[config.mk]
export PLATFORM = sky130hd
export DESIGN_NAME = iss_ctrl
export DESIGN_NICKNAME = d
export VERILOG_FILES = /design/src/hw/rtl/iss_pkg.sv /design/src/hw/rtl/iss_ctrl.sv
export SDC_FILE = /design/constraint.sdc
export NUM_CORES = 1
export LEC_CHECK = 0
export ABC_AREA = 1
export BUFFER_PORTS_ARGS = -buffer_cell sky130_fd_sc_hd__buf_2
export CORE_AREA = 2 2 39 41
export DETAILED_ROUTE_END_ITERATION = 10
export DIE_AREA = 0 0 41 43
export PLACE_DENSITY_LB_ADDON = 0.05
export SLEW_MARGIN = 20
export SYNTH_ARGS = -nofsm -noshare
export SYNTH_HDL_FRONTEND = slang
export SYNTH_SLANG_ARGS = --single-unit
[constraint.sdc]
create_clock -name clock -period 1 [get_ports clock]
set_input_delay 0.15 -clock clock [delete_from_list [all_inputs] [get_ports clock]]
set_output_delay 0.15 -clock clock [all_outputs]
set_load 0.01 [all_outputs]
[src/hw/rtl/iss_pkg.sv]
`default_nettype none

package iss_pkg;

   localparam int unsigned DATA_W = 32;

   // controller states, one-hot
   typedef enum logic [1:0] {
      ST_COLLECT = 2'b01,
      ST_EMIT    = 2'b10
   } state_type;

   // controller -> datapath
   typedef struct packed {
      logic insert;     // insert request value into the chain
      logic drop;       // chain full: discard and flag overflow
      logic shift_out;  // result taken: move entries down one place
      logic clear;      // end of set: clear overflow flag
   } cmd_type;

   // datapath -> controller
   typedef struct packed {
      logic full;       // every cell holds an entry
      logic one_left;   // exactly one entry remains
   } status_type;

endpackage

`default_nettype wire

[src/hw/rtl/iss_ctrl.sv]
`default_nettype none

module iss_ctrl
   import iss_pkg::*;
(
   input  wire        clock,
   input  wire        reset,
   input  wire        req_tvalid,
   output logic       req_tready,
   input  wire        req_tlast,
   output logic       rsp_tvalid,
   input  wire        rsp_tready,
   output cmd_type    cmd,
   input  status_type status
);

   state_type state_ff, state_in;

   always_comb begin
      state_in   = state_ff;
      cmd        = '0;
      req_tready = 1'b0;
      rsp_tvalid = 1'b0;
      case (state_ff)
         ST_COLLECT: begin
            req_tready = 1'b1;
            if (req_tvalid) begin
               cmd.insert = ~status.full;
               cmd.drop   = status.full;
               if (req_tlast) begin
                  state_in = ST_EMIT;
               end
            end
         end
         ST_EMIT: begin
            rsp_tvalid = 1'b1;
            if (rsp_tready) begin
               cmd.shift_out = 1'b1;
               if (status.one_left) begin
                  cmd.clear = 1'b1;
                  state_in  = ST_COLLECT;
               end
            end
         end
         default: begin
            state_in = ST_COLLECT;
         end
      endcase
   end

   always_ff @(posedge clock) begin
      if (reset) begin
         state_ff <= ST_COLLECT;
      end else begin
         state_ff <= state_in;
      end
   end

endmodule

`default_nettype wire

Yosys cells after proc, flatten, opt, wreduce, memory -nomap -nowiden
Cells that the tools add are included.
{ "op_classes": {"bitwise_logic": 1, "n_mux": 12, "n_reduce_logical": 1, "eq_ne": 6} }
{ "op_table": {"columns": ["cell", "count"], "rows": [
  ["2-bit two-way mux", 8],
  ["2-bit inequality test (second input constant)", 4],
  ["2-bit one-hot mux with 2 select lines", 1],
  ["4-bit AND reduction", 1],
  ["1-bit two-way mux", 3],
  ["2-bit by 1-bit == test with 1-bit output (second input constant)", 1],
  ["2-bit == test (second input constant)", 1],
  ["1-bit NOT", 1]
]} }
{ "totals": {"out_inout_bits": 6, "elab_cells": 21, "in_bits": 7, "reg_bits": 2} }

Logic depth before layout (Yosys ltp)
Gate-level depths: netlist of run 1.
{ "depth": {"word_depth": 3, "depth_mapped": 4, "ltp_nobuf": 4} }

Worst setup path before layout of run 1
OpenSTA, ideal clock, no wires.
{ "synth_path": {"path_type": "reg-to-output", "startpoint": "reg state_ff[0]", "endpoint": "out cmd[3] in the netlist's numbering", "n_path_buf": 0, "arrival_ps": 753, "setup_slack_ps": 97, "path_stages_with_launch": 5, "required_time_ps": 850, "path_cell_list": "dfxtp_1 > inv_2 > nor2_2 > nand2_1 > nor2_1"} }
{ "synth_rtl": {"columns": ["item", "line", "source"], "rows": [
  ["start: declaration", "iss_ctrl.sv:17", "state_type state_ff, state_in;"],
  ["start signal: assignment", "iss_ctrl.sv:55", "state_ff <= state_in;"],
  ["end: declaration", "iss_ctrl.sv:13", "output cmd_type cmd,"]
]} }

==> summary.md, run 1 <==
| Metric | Value |
|---|---|
| CP Cell Sequence | `inv_2 -> nor2_4 -> nand2_1 -> nor2_1 -> buf_2` |
| Synthesized flop and latch total | `2` |
| Lkg Pwr | `0.151 nW` |
| WL per Instance | `7.09 µm` |
| CP max FO | `3` |
| Pin count of the biggest net entering global routing | `5` |
| Worst Setup End Kind | `primary output` |
| Fillers | `176` |
| Psw | `0.0757 mW` |
| Failing checks | `negative setup slack` |
| Hold WC Path Type | `in2reg` |
| Slowest CP cell | `dfxtp_2` |
| CORE AREA | `0.00138 mm²` |
| Clk buf depth | `2` |
| Slew @ Worst Pin | `105 ps` |
| Largest Register | `state_ff` |
| Fin cells | `53` |
| Row count | `14` |
| Final Power | `0.316 mW` |
| DRT Pass-1 Iters | `1` |
| Max reg flops | `2` |
| Routed vias/inst | `3.34` |
| Status | `finished with violations` |
| Setup WS post-layout | `-96.2 ps` |
| Die Span Y | `43 µm` |
| Area delta synth->final | `89.8%` |
| Uppermost layer routed | `met3` |
| Worst EP arrival | `950 ps` |
| Htree depth | `1` |
| Nets@finish | `46` |
| Layout cells sized above 1 | `51.4%` |
| Total Wirelength | `376 µm` |
| Relative slew slack | `93.0%` |
| Metal3 WL | `34 µm` |
| Final min period | `1100 ps` |
| Initial drt markers | `0` |
| Fmax | `0.912 GHz` |
| Sequential share of the synthesized area | `32.7%` |
| Final hold vios | `0` |
| Flop pwr share | `28.0%` |
| Initial Utilization | `8.86%` |
| Critical Path RT | `850 ps` |
| Switching share of total power | `23.9%` |
| Final setup fails | `5` |
| Post-CTS setup repair buffer count | `0` |
| Met1 wire length | `132 µm` |
| Syn Inst Count | `22` |
| Worst Skew | `1.01 ps` |
| Synth warn | `0` |
| Internal power | `0.240 mW` |
| Total die area | `0.00176 mm²` |
| Cts hold-fix bufs | `0` |
| Port Buffers | `12` |
| Initial antenna violation count | `0` |
| Max VDD drop | `0.481 mV` |
| Clk sinks | `2` |
| CP max stage delay | `320 ps` |
| Critical path class | `reg2out` |
| Number of global-route vias before repair | `172` |
| Top-Level Pins | `13` |
| Buf/Inv on CP | `2` |
| Met2 wire length | `209 µm` |
| Cell area after synthesis | `123 µm²` |
| Clk pin slew, worst setup/hold paths | `30 ps` |
| GRT Util Overall | `5.61%` |
| GRT overflow | `0` |
| Global-route wire length before repair | `607 µm` |
| Top delay family on crit path | `flip-flops` |
| Vias post-DR | `177` |
| Clk root buf | `clkbuf_4` |
| CTS tree | `done` |
| Clock Power Share | `56.5%` |
| DRC Markers | `0` |
| Final worst path period share | `110%` |
| Synth Net Count | `29` |
| Startpoint Class | `register` |
| Fin. max-slew vios | `0` |
| Count of different cell masters after synthesis | `9` |
| Largest regs | `state_ff: 2 flops` |
| Combinational Power Share | `15.4%` |
| Routability cong. | `0.519` |
| CTS Buf Count | `3` |
| Die width | `41 µm` |
| Max Cap Viol | `0` |
| PD cells | `1360 mW/mm²` |
| Avg Cell Area, Syn | `5.57 µm²` |
| Ant. Diodes | `0` |
| Routed Antenna Nets | `0` |
| Clock Latency Late Sink | `220 ps` |
| Unrepaired setup endpoints after global routing | `true` |
| # placed instances | `50` |
## layer usage
layer	track usage (%)	up-vias
li1	-	94
met2	8.13	6
met5	0	-
met3	1.57	0
met4	8.00	0
met1	4.78	77
## per-stage QoR
| step | setup TNS (ps) | area, µm² | hold WS [ps] | util, % | setup slack (ps) |
|---|---|---|---|---|---|
| final | -308 | 233 | 89.4 | 16.8 | -96.2 |
| after global routing | -671 | 233 | 91.1 | 16.8 | -184 |
| after CTS | -415 | 233 | 77.9 | 16.8 | -109 |
| after detailed placement | 0 | 203 | 323 | 14.6 | 84.2 |
| after global placement | 0 | 203 | 323 | 14.6 | 99.8 |
| after floorplan | 0 | 123 | 219 | - | 97.0 |
## synth_stat cells
master,n,area share [%]
inv_2,1,3.1
nand4_1,1,5.1
nor2_1,4,12
nand2_1,6,18
inv_1,5,15
nor2_2,1,5.1
nand3_1,1,4.1
dfxtp_1,2,33
a21oi_1,1,4.1
## worst register-to-register path, stage by stage (launching register included)
cell     delay (ps)
dfxtp_2         310
inv_2            80
nand3_1         100
nand2_1          80
nand2_1          40
## power groups by stage
stage | Clock (mW) | Combinational (mW) | Sequential, mW
after CTS | 0.193 | 0.0499 | 0.0886
final | 0.179 | 0.0488 | 0.0886
after global routing | 0.196 | 0.0561 | 0.0892
after floorplan | 0 | 0.0233 | 0.0878
after detailed placement | 0 | 0.0476 | 0.0883
after global placement | 0 | 0.0468 | 0.0885
## cell families after synthesis
group	share of synthesized area (%)
buf+inv	18.4
simple gates	44.9
compound gates	4.08
flops	32.7
## placed cells by master (no fill, tap or decap), drive strengths merged
| cell type | count |
|---|---|
| buf | 12 |
| nand2 | 6 |
| inv | 6 |
| nor2 | 5 |
| clkbuf | 3 |
| dfxtp | 2 |
| nand4 | 1 |
| nand3 | 1 |
| a21oi | 1 |
## what timing repair did
item,CTS,global route
resized for setup,3,0
gates cloned,0,0
endpoints found under the setup margin,6,6
## final timing paths
| path | startpoint | endpoint | slack (ps) | depth (start not counted) |
|---|---|---|---|---|
| max | state_ff[0] | cmd[3] | -100 | 5 |
| min | reset | state_ff[1] | 90 | 2 |
| max reg2reg | state_ff[0] | state_ff[0] | 290 | 4 |
| min reg2reg | state_ff[0] | state_ff[1] | 510 | 2 |
## final cells by class
type | count | area [µm²] | share of cell area, %
multi-input combinational | 14 | 65.1 | 28.0
clock buffer | 3 | 22.5 | 9.68
inverter | 6 | 22.5 | 9.68
tap | 16 | 20.0 | 8.60
timing repair buffer | 12 | 60.1 | 25.8
sequential | 2 | 42.5 | 18.3
Note: power is estimated with default switching activity, not from simulation.
==> run 2: changes to the inputs <==
--- a/config.mk
+++ b/config.mk
@@ -7,6 +7,8 @@
 export LEC_CHECK = 0
 export ABC_AREA = 1
 export BUFFER_PORTS_ARGS = -buffer_cell sky130_fd_sc_hd__buf_2
+export CELL_PAD_IN_SITES_DETAIL_PLACEMENT = 2
+export CELL_PAD_IN_SITES_GLOBAL_PLACEMENT = 2
 export CORE_AREA = 2 2 39 41
 export DETAILED_ROUTE_END_ITERATION = 10
 export DIE_AREA = 0 0 41 43
==> run 2 against run 1 <==
The flow still finishes with violations (negative setup slack). Clock-buffer cell count is the same. Largest cell class is now buffers. Clock skew about the same. Largest power group unchanged. Critical path type unchanged. Core utilization increased by 1.4 points. Critical path depth unchanged. Total power up 3.4%. Global-route usage grew 1.5 points. Clock power increased by 2%. Setup slack worse by 12 ps.
==> summary.md, run 2 (synthesis gave the netlist of run 1 again) <==
| Metric | Value |
|---|---|
| Status | `finished with violations` |
| Failing checks | `negative setup slack` |
| Worst Hold Depth | `2` |
| Clk buf depth | `2` |
| Max VDD drop | `0.490 mV` |
| Hold slack | `86.1 ps` |
| Cts hold-fix bufs | `0` |
| CORE AREA | `0.00138 mm²` |
| Largest Register | `state_ff` |
| Number of global-route vias before repair | `188` |
| Clk sinks | `2` |
| R2r setup slk | `200 ps` |
| Initial drt markers | `0` |
| Die width | `41 µm` |
| Initial Utilization | `8.86%` |
| Vias post-DR | `187` |
| Startpoint Class | `register` |
| Clock Latency Late Sink | `230 ps` |
| DPL Wire Length | `373 µm` |
| Layout cells sized above 1 | `55.3%` |
| Routed vias/inst | `3.46` |
| Total die area | `0.00176 mm²` |
| Post-route design area | `251 µm²` |
| Max Cap Viol | `0` |
| Final setup fails | `4` |
| Final worst path period share | `111%` |
| Commonest non-fill, non-tap cells in the layout | `buf_2, nand2_1, inv_1, nor2_1, clkbuf_4` |
| Fin. max-slew vios | `0` |
| DRT Pass-1 Iters | `1` |
| Stages on worst setup path | `5` |
| Pin count of the biggest net entering global routing | `5` |
| Clk pin slew, worst setup/hold paths | `30 ps` |
| CP Cell Sequence | `inv_4 -> nor2_4 -> nand2_1 -> nor2_1 -> buf_2` |
| Cell area after placement | `203 µm²` |
| Routed Antenna Nets | `0` |
| Final hold vios | `0` |
| GRT overflow | `0` |
| Top-Level Pins | `13` |
| Lkg Pwr | `0.156 nW` |
| Nets@finish | `47` |
| Htree depth | `1` |
| Port Buffers | `12` |
| CP max FO | `3` |
| Critical path class | `reg2out` |
| CTS Buf Count | `3` |
| Most common cell after layout, fill and taps aside | `buf_2` |
| Final design utilization | `18.2%` |
| Total Wirelength | `457 µm` |
| Relative slew slack | `92.0%` |
| DRC Markers | `0` |
| Hold WC Path Type | `in2reg` |
| Top delay family on crit path | `flip-flops` |
| Worst Setup End Kind | `primary output` |
| Clk root buf | `clkbuf_4` |
| Slowest CP cell | `dfxtp_2` |
| WL per Instance | `8.46 µm` |
| Area delta synth->final | `105%` |
| CTS tree | `done` |
| Critical Path RT | `850 ps` |
| Worst EP arrival | `960 ps` |
| Max reg flops | `2` |
| Ant. Diodes | `0` |
| R2R cell count | `5` |
| Largest regs | `state_ff: 2 flops` |
| Worst Skew | `0.644 ps` |
| Fmax | `0.902 GHz` |
| GRT Util Overall | `7.11%` |
| Final min period | `1110 ps` |
| Routability cong. | `0.608` |
| Slew @ Worst Pin | `120 ps` |
| Setup WS post-layout | `-108 ps` |
| Die Span Y | `43 µm` |
| Row count | `14` |
| PD cells | `1300 mW/mm²` |
| Final Power | `0.327 mW` |
| Initial antenna violation count | `0` |
| CP max stage delay | `340 ps` |
| Buf/Inv on CP | `2` |
| Global-route wire length before repair | `752 µm` |
| Unrepaired setup endpoints after global routing | `true` |
run 2: cell types whose count changed in the layout (fill, tap and decap cells not counted):
cell	previous run	this run
inv_2	1	0
buf_6	0	1
buf_4	0	1
nand2_1	6	5
inv_4	0	1
nand2_2	0	1
buf_2	12	11
run 2: timing repair:
item | 4_1_cts | 5_1_grt
setup buffers | 0 | 1
gates resized for setup | 3 | 3
gates cloned | 0 | 0
endpoints found under the setup margin | 6 | 6
pin swaps | 0 | 1
run 2: final timing paths:
check	end	startpoint
worst min-delay path	state_ff[1]	reset
worst min register to register	state_ff[1]	state_ff[0]
worst max-delay path	cmd[3]	state_ff[0]
worst max register to register	state_ff[0]	state_ff[0]
run 2: routing by layer:
layer  wire length [µm]  share of wire, %  vias up  track usage (%)
met5                  0                 0        -                0
met4                 15               3.3        0             10.0
met3                 20               4.4        2             1.57
met2                256                56        6             9.69
met1                164                36       83             7.01
li1                   -                 -       96                -
run 2: final cells by class:
| type | count | area (µm²) |
|---|---|---|
| Timing Repair Buffer | 13 | 73.8 |
| Tap cell | 16 | 20.0 |
| Fill cell | 174 | 1130 |
| Inverter | 6 | 25.0 |
| Sequential cell | 2 | 42.5 |
| Multi-Input combinational cell | 14 | 67.6 |
| Clock buffer | 3 | 22.5 |
run 2: metrics by stage:
| stage | worst slack (ps) | TNS, ps | instances |
|---|---|---|---|
| floorplan | 97.0 | 0 | 22 |
| global placement | 96.7 | 0 | 50 |
| detailed placement | 64.1 | 0 | 50 |
| CTS | -131 | -501 | 53 |
| global route | -190 | -682 | 54 |
| finish | -108 | -301 | 54 |
run 2: where the power goes:
| part | switching (mW) | internal, mW |
|---|---|---|
| combinational | 0.0278 | 0.0261 |
| clock | 0.0505 | 0.133 |
| sequential | 0.00480 | 0.0849 |
==> run 3: changes to the inputs <==
--- a/config.mk
+++ b/config.mk
@@ -6,7 +6,7 @@
 export NUM_CORES = 1
 export LEC_CHECK = 0
 export ABC_AREA = 1
-export BUFFER_PORTS_ARGS = -buffer_cell sky130_fd_sc_hd__buf_2
+export BUFFER_PORTS_ARGS = -buffer_cell sky130_fd_sc_hd__buf_4
 export CELL_PAD_IN_SITES_DETAIL_PLACEMENT = 2
 export CELL_PAD_IN_SITES_GLOBAL_PLACEMENT = 2
 export CORE_AREA = 2 2 39 41
==> run 3 against run 2 <==
The run still ends with negative setup slack left. Clock skew increased by 2.6 ps. Routed wire length increased by 7.0%. Clock-buffer cell count is the same. Global-route usage increased by 0.41 points. Final cell count stayed put. Sequential share of layout area down 1.5 points. Cell area grew 9.5%. Worst hold slack got worse by 5.3 ps. Clock power is 3% lower. Critical path depth is the same. Fmax shrank 4.2%. Largest cell class unchanged. Highest routed layer is now met3.
==> summary.md, run 3 (synthesis gave the netlist of run 1 again) <==
| Metric | Value |
|---|---|
| Status | `finished with violations` |
| Failing checks | `negative setup slack` |
| Setup_tns | `-476 ps` |
| CORE AREA | `0.00138 mm²` |
| Startpoint Class | `register` |
| Critical path class | `reg2out` |
| Clk sinks | `2` |
| Die Span Y | `43 µm` |
| Setup WS post-layout | `-158 ps` |
| Total die area | `0.00176 mm²` |
| Internal power | `0.255 mW` |
| Flop pwr share | `26.6%` |
| GRT Util Overall | `7.52%` |
| Cts hold-fix bufs | `0` |
| Htree depth | `1` |
| Ant. Diodes | `0` |
| Critical Path RT | `850 ps` |
| Fmax | `0.864 GHz` |
| Lkg Pwr | `0.162 nW` |
| CP Cell Sequence | `inv_2 -> nor2_4 -> nand2_2 -> nor2_2 -> buf_4` |
| Relative slew slack | `92.6%` |
| Final design utilization | `19.9%` |
| Layout cells sized above 1 | `57.9%` |
| CTS Buf Count | `3` |
| Slew @ Worst Pin | `111 ps` |
| Port Buffers | `12` |
| Slowest CP cell | `dfxtp_2` |
| Number of global-route vias before repair | `208` |
| Top-Level Pins | `13` |
| Worst Setup End Kind | `primary output` |
| Fillers | `177` |
| Die width | `41 µm` |
| Final setup fails | `5` |
| Clock Power Share | `53.1%` |
| Total Wirelength | `489 µm` |
| Largest Register | `state_ff` |
| CP max FO | `3` |
| Final hold vios | `0` |
| GRT overflow | `0` |
| Switching share of total power | `23.8%` |
| Worst EP arrival | `1010 ps` |
| Routed Antenna Nets | `0` |
| Routed vias/inst | `3.46` |
| WL per Instance | `9.06 µm` |
| Final min period | `1160 ps` |
| Clk pin slew, worst setup/hold paths | `30 ps` |
| Hold WC Path Type | `in2reg` |
| Unrepaired setup endpoints after global routing | `true` |
| Global-route wire length before repair | `855 µm` |
| DRT Pass-1 Iters | `1` |
| PD cells | `1210 mW/mm²` |
| Worst Hold Depth | `2` |
| Initial drt markers | `0` |
| Commonest non-fill, non-tap cells in the layout | `buf_4, nand2_1, inv_1, nor2_1, clkbuf_4` |
| Row count | `14` |
| Nets@finish | `47` |
| R2R cell count | `4` |
| Worst Skew | `3.23 ps` |
| Fin. max-slew vios | `0` |
| Most common cell after layout, fill and taps aside | `buf_4` |
| Initial antenna violation count | `0` |
| Clock Latency Late Sink | `220 ps` |
| DRC Markers | `0` |
| Combinational Power Share | `20.2%` |
| Psw | `0.0793 mW` |
| Routability cong. | `0.627` |
| Final worst path period share | `116%` |
| Pin count of the biggest net entering global routing | `5` |
| Largest regs | `state_ff: 2 flops` |
| Area delta synth->final | `124%` |
| Max Cap Viol | `0` |
| CTS tree | `done` |
| Initial Utilization | `8.86%` |
| CP max stage delay | `320 ps` |
| Max reg flops | `2` |
| Clk root buf | `clkbuf_4` |
| Clk buf depth | `2` |
| Vias post-DR | `187` |
| Max VDD drop | `0.495 mV` |
run 3: cell counts in the layout (fill, tap and decap cells not counted):
No cell type changed its count.
run 3: layout make-up:
| class | count | area (µm²) | share of cell area [%] |
|---|---|---|---|
| clock buffers | 3 | 22.5 | 8.18 |
| inverters | 6 | 22.5 | 8.18 |
| multi-input cells | 14 | 70.1 | 25.5 |
| flip-flops and latches | 2 | 42.5 | 15.5 |
| well taps | 16 | 20.0 | 7.27 |
| repair buffers | 13 | 97.6 | 35.5 |
run 3: worst paths after layout:
check / start / end / slack (ps)
worst max register to register: state_ff[0] / state_ff[0] / 230
worst min register to register: state_ff[1] / state_ff[1] / 560
worst max-delay path: state_ff[0] / cmd[3] / -160
worst min-delay path: reset / state_ff[1] / 80
run 3: metal layers:
layer | share of wire, % | GRT usage [%]
met2 | 59 | 10.9
met3 | 4.7 | 3.14
met4 | 0 | 6.00
met1 | 36 | 7.99
met5 | 0 | 0
run 3: through the flow:
stage	area [µm²]	power, mW	cells	worst slack (ps)	hold WS (ps)
finish	275	0.334	54	-158	80.8
global placement	233	0.148	50	85.8	318
CTS	263	0.343	53	-157	74.2
global route	275	0.365	54	-233	70.7
detailed placement	233	0.151	50	24.3	322
floorplan	123	0.111	22	97.0	219
run 3: worst max-delay path, delay by kind of cell (launching register included):
family	cells	cell delay, ps
simple gates	3	280
buf+inv	2	170
flops	1	320
run 3: power by group through the flow:
stage          sequential [mW]  clock (mW)  combinational (mW)
2_1_floorplan           0.0878           0              0.0233
3_3_place_gp            0.0884           0              0.0592
3_5_place_dp            0.0887           0              0.0621
4_1_cts                 0.0890       0.190              0.0642
5_1_grt                 0.0900       0.200              0.0744
6_report                0.0890       0.178              0.0675
run 3: timing repair:
action | CTS | global route
pin swaps | 0 | 2
gates resized for setup | 3 | 2
endpoints found under the setup margin | 6 | 6
setup buffers | 0 | 1
endpoints found under the hold margin | 0 | 0
